$ cat src/design/dwc3_pkg.sv
// ----------------------------------------------------------------------------
// dwc3_pkg
// Shared types, register indexes and the sequencer program for the 3x3
// depthwise convolution plane unit.
// ----------------------------------------------------------------------------
package dwc3_pkg;

    localparam int TAPS    = 3;
    localparam int DIM_W   = 7;    // width of the geometry registers
    localparam int IDX_W   = 2 * DIM_W;
    localparam int POS_W   = 7;    // internal output position counters
    localparam int ROW_W   = 6;    // output row and column fields
    localparam int SAMP_W  = 16;
    localparam int PROD_W  = 2 * SAMP_W;
    localparam int SUM_W   = 35;
    localparam int WROW_W  = TAPS * SAMP_W;
    localparam int CIDX_W  = 4;
    localparam int STEP_W  = 4;

    localparam logic [CIDX_W-1:0] CFG_IMAGE_WIDTH  = 4'd0;
    localparam logic [CIDX_W-1:0] CFG_IMAGE_HEIGHT = 4'd1;
    localparam logic [CIDX_W-1:0] CFG_STRIDE_SEL   = 4'd2;
    localparam logic [CIDX_W-1:0] CFG_PAD_ROWS     = 4'd3;
    localparam logic [CIDX_W-1:0] CFG_PAD_COLS     = 4'd4;
    localparam logic [CIDX_W-1:0] CFG_WEIGHT_ROW0  = 4'd5;
    localparam logic [CIDX_W-1:0] CFG_WEIGHT_ROW1  = 4'd6;
    localparam logic [CIDX_W-1:0] CFG_WEIGHT_ROW2  = 4'd7;

    localparam logic KIND_LOAD    = 1'b0;
    localparam logic KIND_COMPUTE = 1'b1;

    localparam logic [1:0] STRIDE_TWO = 2'd2;
    localparam logic [1:0] PAD_MAX    = 2'd2;

    localparam logic [STEP_W-1:0] STEP_IDLE = 4'd0;

    typedef struct packed {
        logic                     kind;
        logic signed [SAMP_W-1:0] sample;
    } t_in_item;

    typedef struct packed {
        logic signed [SUM_W-1:0] out_value;
        logic [ROW_W-1:0]        out_row;
        logic [ROW_W-1:0]        out_col;
        logic                    last;
    } t_out_item;

    typedef enum logic [1:0] {
        JMP_NEXT       = 2'd0,
        JMP_WAIT_START = 2'd1,
        JMP_WAIT_OUT   = 2'd2,
        JMP_HOME       = 2'd3
    } t_jump;

    typedef struct packed {
        logic       accept;
        logic       rd;
        logic [1:0] tap_i;
        logic [1:0] tap_j;
        logic       mul;
        logic       acc;
        logic       emit;
        t_jump      jump;
    } t_ctrl_word;

    // Program: idle/accept, nine reads, two steps to drain the multiply and
    // accumulate stages, then hand the sum to the output register.
    function automatic t_ctrl_word f_program(input logic [STEP_W-1:0] step);
        t_ctrl_word w;
        w      = '0;
        w.jump = JMP_NEXT;
        w.mul  = (step >= 4'd2) && (step <= 4'd10);
        w.acc  = (step >= 4'd3) && (step <= 4'd11);
        case (step)
            4'd0: begin
                w.accept = 1'b1;
                w.jump   = JMP_WAIT_START;
            end
            4'd1: begin w.rd = 1'b1; w.tap_i = 2'd0; w.tap_j = 2'd0; end
            4'd2: begin w.rd = 1'b1; w.tap_i = 2'd0; w.tap_j = 2'd1; end
            4'd3: begin w.rd = 1'b1; w.tap_i = 2'd0; w.tap_j = 2'd2; end
            4'd4: begin w.rd = 1'b1; w.tap_i = 2'd1; w.tap_j = 2'd0; end
            4'd5: begin w.rd = 1'b1; w.tap_i = 2'd1; w.tap_j = 2'd1; end
            4'd6: begin w.rd = 1'b1; w.tap_i = 2'd1; w.tap_j = 2'd2; end
            4'd7: begin w.rd = 1'b1; w.tap_i = 2'd2; w.tap_j = 2'd0; end
            4'd8: begin w.rd = 1'b1; w.tap_i = 2'd2; w.tap_j = 2'd1; end
            4'd9: begin w.rd = 1'b1; w.tap_i = 2'd2; w.tap_j = 2'd2; end
            4'd10, 4'd11: begin
                w.rd = 1'b0;
            end
            4'd12: begin
                w.emit = 1'b1;
                w.jump = JMP_WAIT_OUT;
            end
            default: begin
                w.jump = JMP_HOME;
            end
        endcase
        return w;
    endfunction

endpackage

$ cat src/design/dwc3_seq.sv
// ----------------------------------------------------------------------------
// dwc3_seq
// Step counter and program store; issues one control word per cycle.
// ----------------------------------------------------------------------------
module dwc3_seq (
    input  logic                 i_clk,
    input  logic                 i_rst_n,
    input  logic                 i_start,
    input  logic                 i_out_free,
    output dwc3_pkg::t_ctrl_word o_ctrl
);

    logic [dwc3_pkg::STEP_W-1:0] r_step;
    logic [dwc3_pkg::STEP_W-1:0] n_step;
    dwc3_pkg::t_ctrl_word        ctrl;

    assign ctrl = dwc3_pkg::f_program(r_step);

    always_comb begin
        unique case (ctrl.jump)
            dwc3_pkg::JMP_NEXT:       n_step = r_step + 1'b1;
            dwc3_pkg::JMP_WAIT_START: n_step = i_start ? r_step + 1'b1 : r_step;
            dwc3_pkg::JMP_WAIT_OUT:   n_step = i_out_free ? dwc3_pkg::STEP_IDLE : r_step;
            dwc3_pkg::JMP_HOME:       n_step = dwc3_pkg::STEP_IDLE;
            default:                  n_step = dwc3_pkg::STEP_IDLE;
        endcase
    end

    always_ff @(posedge i_clk) begin
        if (!i_rst_n) begin
            r_step <= dwc3_pkg::STEP_IDLE;
        end else begin
            r_step <= n_step;
        end
    end

    assign o_ctrl = ctrl;

endmodule

$ cat config.mk
export PLATFORM = sky130hd
export DESIGN_NAME = dwc3_seq
export DESIGN_NICKNAME = d
export VERILOG_FILES = /design/src/design/dwc3_pkg.sv /design/src/design/dwc3_seq.sv
export SDC_FILE = /design/constraint.sdc
export NUM_CORES = 1
export LEC_CHECK = 0
export BUFFER_PORTS_ARGS = -buffer_cell sky130_fd_sc_hd__clkbuf_2
export CORE_AREA = 4 4 41 43
export CTS_CLUSTER_DIAMETER = 120
export CTS_CLUSTER_SIZE = 25
export DETAILED_ROUTE_END_ITERATION = 8
export DIE_AREA = 0 0 45 47
export GPL_TIMING_DRIVEN = 0
export PLACE_DENSITY_LB_ADDON = 0.1
export SYNTH_ARGS = -nofsm -noshare
export SYNTH_HDL_FRONTEND = slang
export SYNTH_SLANG_ARGS = --single-unit
$ cat constraint.sdc
create_clock -name i_clk -period 4.7 [get_ports i_clk]
set_input_delay 0.47 -clock i_clk [delete_from_list [all_inputs] [get_ports i_clk]]
set_output_delay 0.47 -clock i_clk [all_outputs]
set_load 0.005 [all_outputs]
==> results of run 1 <==
==> power by group <==
group	internal, mW	switching [mW]	total (mW)
combinational	0.122	0.134	0.256
clock	0.0283	0.0113	0.0397
sequential	0.0425	0.0158	0.0583
==> synthesized netlist by cell type <==
cell type / count
a211oi_1: 1
a211oi_2: 1
a21o_1: 2
a21oi_1: 3
a22oi_1: 1
and2b_1: 1
and3b_1: 1
buf_6: 3
clkbuf_1: 2
dfxtp_1: 4
ha_1: 5
inv_1: 4
mux2i_2: 1
nand2_1: 7
nand2b_1: 4
nand3_1: 1
nand4_1: 1
nand4b_1: 1
nor2_1: 4
nor2b_1: 3
nor3_1: 4
nor3_2: 1
nor3b_1: 1
nor4b_4: 1
o211ai_1: 2
o21a_1: 1
o21ai_0: 4
o21ai_1: 1
o21bai_1: 1
o21bai_2: 1
o22ai_1: 2
o311a_1: 1
o31ai_1: 1
o41ai_2: 1
or2_4: 1
==> kinds of logic (layout without fill, tap and decap cells) <==
logic type	after synthesis	count (layout)	synth area share [%]
adders and majority gates	5	5	10.89
and+or+nand+nor	31	31	33.33
AOI/OAI and AO/OA	23	23	29.63
DFF	4	4	13.94
buffers and inverters	9	26	9.803
muxes	1	1	2.396
==> final timing paths <==
path,start,endpoint,cells after the start
hold reg to reg,r_step[0],r_step[0],2
setup / recovery,r_step[0],o_ctrl[1],8
hold / removal,i_rst_n,r_step[0],3
setup reg to reg,r_step[0],r_step[2],7
==> per-stage QoR <==
| step | utilization (%) | power [mW] | cells | hold WS (ns) |
|---|---|---|---|---|
| floorplan | - | 0.2457 | 73 | 0.5320 |
| global placement | 50.96 | 0.3156 | 102 | 0.5779 |
| detailed placement | 50.96 | 0.3165 | 102 | 0.5712 |
| CTS | 52.69 | 0.3587 | 105 | 0.5637 |
| global route | 52.69 | 0.3872 | 105 | 0.5837 |
| finish | 52.69 | 0.3538 | 105 | 0.5659 |
==> cell type report <==
class                           count  area share [%]
Inverter                            4           2.190
Clock buffer                        3           3.285
Buffer                              5           6.022
Sequential cell                     4           11.68
Timing Repair Buffer               14           10.22
Tap cell                           15           2.737
Multi-Input combinational cell     60           63.87
==> per-layer routing <==
metal,track usage (%),up-vias,wire (um)
met5,0,-,0
met4,3.509,0,0
met3,3.448,0,71
met2,21.19,15,600
met1,18.64,261,624
li1,-,302,-
==> worst max-delay path: stages, from the launching register on <==
cell and delay, ns:
dfxtp_1 0.45, inv_1 0.14, ha_1 0.22, buf_6 0.14
nor4b_4 0.27, a211oi_2 0.09, or2_4 0.27, o31ai_1 0.22
clkbuf_2 0.15
==> impl_results.md, run 1 <==
* Max clock buf depth at 2
* CTS Buf Count at 3
* CTS HTree Levels at 1
* Vias per cell at 5.505
* Worst hold path class: primary input to flip-flop
* Max reg flops at 4
* Biggest regs: r_step (4)
* Synth top area share at 13.94%
* # rows at 13
* DIE AREA at 2115 um2
* #FFs+latches synth at 4
* Dpl hpwl at 1.023 mm
* Drt wl/cell at 12.35 um
* Hold buffers post-CTS at 0
* Post-cts resize count at 0
* Postcts setup bufs at 0
* DRC viols at 0
* Post-synthesis cell type count at 35
* Number of diodes at 0
* Clk Latency, worst-skew pair at 0.23 ns
* CTS clk-pin slew, worst paths at 0.03 ns
* Outcome: finished clean
* PortBufs at 14
* Setup TNS at 0 ns
* Grt ovf at 0
* CP required at 4.23 ns
* Dpl ws at 2.272 ns
* Final setup margin at 2.049 ns
* Register with the most flip-flops: r_step
* Leak at 0.3245 nW
* Initial Util at 44.13%
* Critical path capture point type: primary output
* Fin. Hold Viols at 0
* Area occupied by registers at 80.08 um2
* PwrDens at 516.0 nW/um2
* Commonest non-fill, non-tap cell in the layout: clkbuf_2
* Net count, final at 101
* Fin area at 685.7 um2
* Die Span Y at 47 um
* P&R area growth vs syn at 19.39%
* Via count at 578
* Most frequent cells in the layout: clkbuf_2 (14), nand2_1 (7), ha_1 (5)
* WL final at 1.297 mm
* Post-Syn Area at 574.3 um2
* Cells after Synth at 73
* RSZ-0062 raised after global routing: no
* Largest net degree at the start of global routing at 11
* Critical path arrival at 2.18 ns
* Final Max Tran Viols at 0
* FF-to-FF setup slack at 2.61 ns
* Drt first-iter violations at 7
* Core footprint at 1301 um2
* Routability Congestion at 0.7247
* Final worst-path cycle share at 56.39%
* Post-synth net total at 82
* Final setup vio count at 0
* Crit path time final at 2.651 ns
* Crit Path Category: flip-flop to primary output
* Worst slew margin at 70.06%
* Post-DP Area at 663.1 um2
* Antenna violations before repair at 0
* Syn Area/Cell at 7.867 um2
* Root buffer cell: clkbuf_4
* Ys Warns at 0
* Peak VDD IR at 0.0002633 V
* Antenna Nets Post-Route at 0
* Clock Sinks at 4
* TritonCTS clock tree: yes
* Max-cap violations at 0
* Worst-margin pin slew at 0.4481 ns
* GRT Resource Usage Total at 13.59%
* Dominant cell type by area after synthesis: dfxtp_1
* Seq/Total Area, Yosys at 13.94%
* Skew final at 0.002755 ns
* Global-route wire length before repair at 2.097 mm
* Layout cell share with drive strength beyond 1 at 30.00%
* I/O pin cnt at 15
* Chip Width at 45 um
* Fillers at 126
* Worst Setup Start Kind: flip-flop
* Dominant cells by area after synthesis: dfxtp_1 (14%), ha_1 (11%), buf_6 (5.9%), nand2_1 (4.6%), nand2b_1 (4.4%)
* Number of global-route vias before repair at 475
* Fmax at 0.3773 GHz
* Multi-input logic area at 437.9 um2
* First-pass DRT Iterations at 4
* Worst-path maximum fanout at 10
Power figures use the tool's default switching activity.
==> inputs of run 2 (changes only) <==
==> constraint.sdc (replaced) <==
create_clock -name i_clk -period 2.4 [get_ports i_clk]
set_input_delay 0.24 -clock i_clk [delete_from_list [all_inputs] [get_ports i_clk]]
set_output_delay 0.24 -clock i_clk [all_outputs]
set_load 0.005 [all_outputs]
==> run 2 against run 1 <==
Net effect:
- routed wire length fell by 0.15%
- cell area rose by 0.73%
- die area did not move
- flip-flop and latch count did not move
- clock power rose by 97%
- combinational power rose by 96%
- non-clock buffer count did not move
- critical path type unchanged
==> impl_results.md, run 2 (synthesized netlist as in run 1, its figures left out) <==
* Outcome: finished clean
* Most frequent cells in the layout: clkbuf_2 (14), nand2_1 (7), ha_1 (5)
* Layout cell share with drive strength beyond 1 at 32.22%
* DIE AREA at 2115 um2
* Worst Hold Slack at 0.3220 ns
* Finished Layout Cells at 105
* CTS Buf Count at 3
* Number of global-route vias before repair at 475
* Dpl hpwl at 1.023 mm
* Worst hold path depth at 3
* Combinational share of power at 71.6%
* Switch Pwr at 315.3 uW
* CTS clk-pin slew, worst paths at 0.03 ns
* Max clock buf depth at 2
* Antenna violations before repair at 0
* Critical path arrival at 2.04 ns
* Clock power frac at 11.2%
* Worst slew margin at 70.06%
* P&R area growth vs syn at 20.26%
* I/O pin cnt at 15
* Crit path time final at 2.279 ns
* Largest net degree at the start of global routing at 11
* Die Span Y at 47 um
* First-pass DRT Iterations at 4
* Fmax at 0.4387 GHz
* Peak VDD IR at 0.0005260 V
* Seq pwr share at 17.1%
* Number of diodes at 0
* Vias per cell at 5.467
* Commonest non-fill, non-tap cell in the layout: clkbuf_2
* Worst-margin pin slew at 0.4481 ns
* Total power at 699.4 uW
* TritonCTS clock tree: yes
* Global-route wire length before repair at 2.097 mm
* Biggest regs: r_step (4)
* Skew final at 0.002882 ns
* Net Sw Frac at 45.08%
* Leak at 0.3255 nW
* Critical path capture point type: primary output
* # rows at 13
* CTS HTree Levels at 1
* Max reg flops at 4
* Clk Latency, worst-skew pair at 0.23 ns
* WL final at 1.295 mm
* Setup TNS at 0 ns
* Grt ovf at 0
* DRC viols at 0
* Initial Util at 44.13%
* Root buffer cell: clkbuf_4
* Drt wl/cell at 12.33 um
* Fin. Hold Viols at 0
* Final Max Tran Viols at 0
* Slowest stage delay, CP at 0.37 ns
* Final worst-path cycle share at 94.97%
* GRT Resource Usage Total at 13.59%
* Routability Congestion at 0.7247
* Crit Path Category: flip-flop to primary output
* Worst hold path class: primary input to flip-flop
* Max-cap violations at 0
* Worst-path maximum fanout at 10
* Fin util at 53.08%
* Path depth of the worst reg2reg path at 7
* CP required at 2.16 ns
* Chip Width at 45 um
* Placed cells at 102
* Net count, final at 101
* PwrDens at 1013 nW/um2
* Core footprint at 1301 um2
* RSZ-0062 raised after global routing: no
* Fillers at 123
* Via count at 574
* Crit-path slowest cell: dfxtp_4
* CP Cell Sequence: inv_1 -> ha_1 -> buf_6 -> nor4b_4 -> a211oi_2 -> or2_4 -> o31ai_1 -> clkbuf_2
* Register with the most flip-flops: r_step
* PortBufs at 14
* Clock Sinks at 4
* Final setup vio count at 0
* Antenna Nets Post-Route at 0
* Drt first-iter violations at 8
* Worst Setup Start Kind: flip-flop
* Int Pwr at 384.1 uW
[run 2: changes by cell type in the layout (fill, tap and decap cells not counted)]
cell / before / now
dfxtp_2: 0 / 1
dfxtp_1: 4 / 2
dfxtp_4: 0 / 1
[run 2: through the flow]
stage / setup WS, ns / instance area, um2
2_1_floorplan: 0.4201 / 574.3
3_3_place_gp: 0.2018 / 663.1
3_5_place_dp: 0.2024 / 663.1
4_1_cts: 0.003075 / 686.9
5_1_grt: 0.02594 / 690.7
6_report: 0.1208 / 690.7
[run 2: final cells by class]
type	instances	area, um2	share of cell area (%)
multi-input cells	60	437.9	63.41
flip-flops and latches	4	85.08	12.32
plain buffers	5	41.29	5.978
repair buffers	14	70.07	10.14
inverters	4	15.01	2.174
clock buffers	3	22.52	3.261
well taps	15	18.77	2.717
[run 2: worst max-delay path: cells and delay by family, from the launching register on]
kind	cells	cell delay, ns
fa+ha+maj	1	0.21
flops	1	0.37
compound gates	2	0.31
simple gates	2	0.54
buf+inv	3	0.38
[run 2: power groups by stage]
stage | Combinational [mW] | Clock (mW) | Sequential (mW)
floorplan | 0.374 | 0 | 0.108
global placement | 0.502 | 0 | 0.116
detailed placement | 0.505 | 0 | 0.115
CTS | 0.506 | 0.0820 | 0.116
global route | 0.552 | 0.0890 | 0.124
finish | 0.501 | 0.0784 | 0.120
[run 2: per-layer routing]
metal | routed length (um) | GRT usage [%]
met4 | 0 | 3.509
met5 | 0 | 0
met1 | 627 | 18.64
met3 | 69 | 3.448
met2 | 598 | 21.19
[run 2: repair_timing]
action,in CTS,in global routing
endpoints found under the setup margin,1,1
hold buffers,0,0
resized for setup,1,2
setup buffers,0,0
[run 2: path summary, 6_finish.rpt]
| kind | endpoint | start | slack [ns] |
|---|---|---|---|
| hold / removal | r_step[0] | i_rst_n | 0.32 |
| hold reg to reg | r_step[0] | r_step[0] | 0.52 |
| setup reg to reg | r_step[1] | r_step[0] | 0.46 |
| setup / recovery | o_ctrl[1] | r_step[0] | 0.12 |
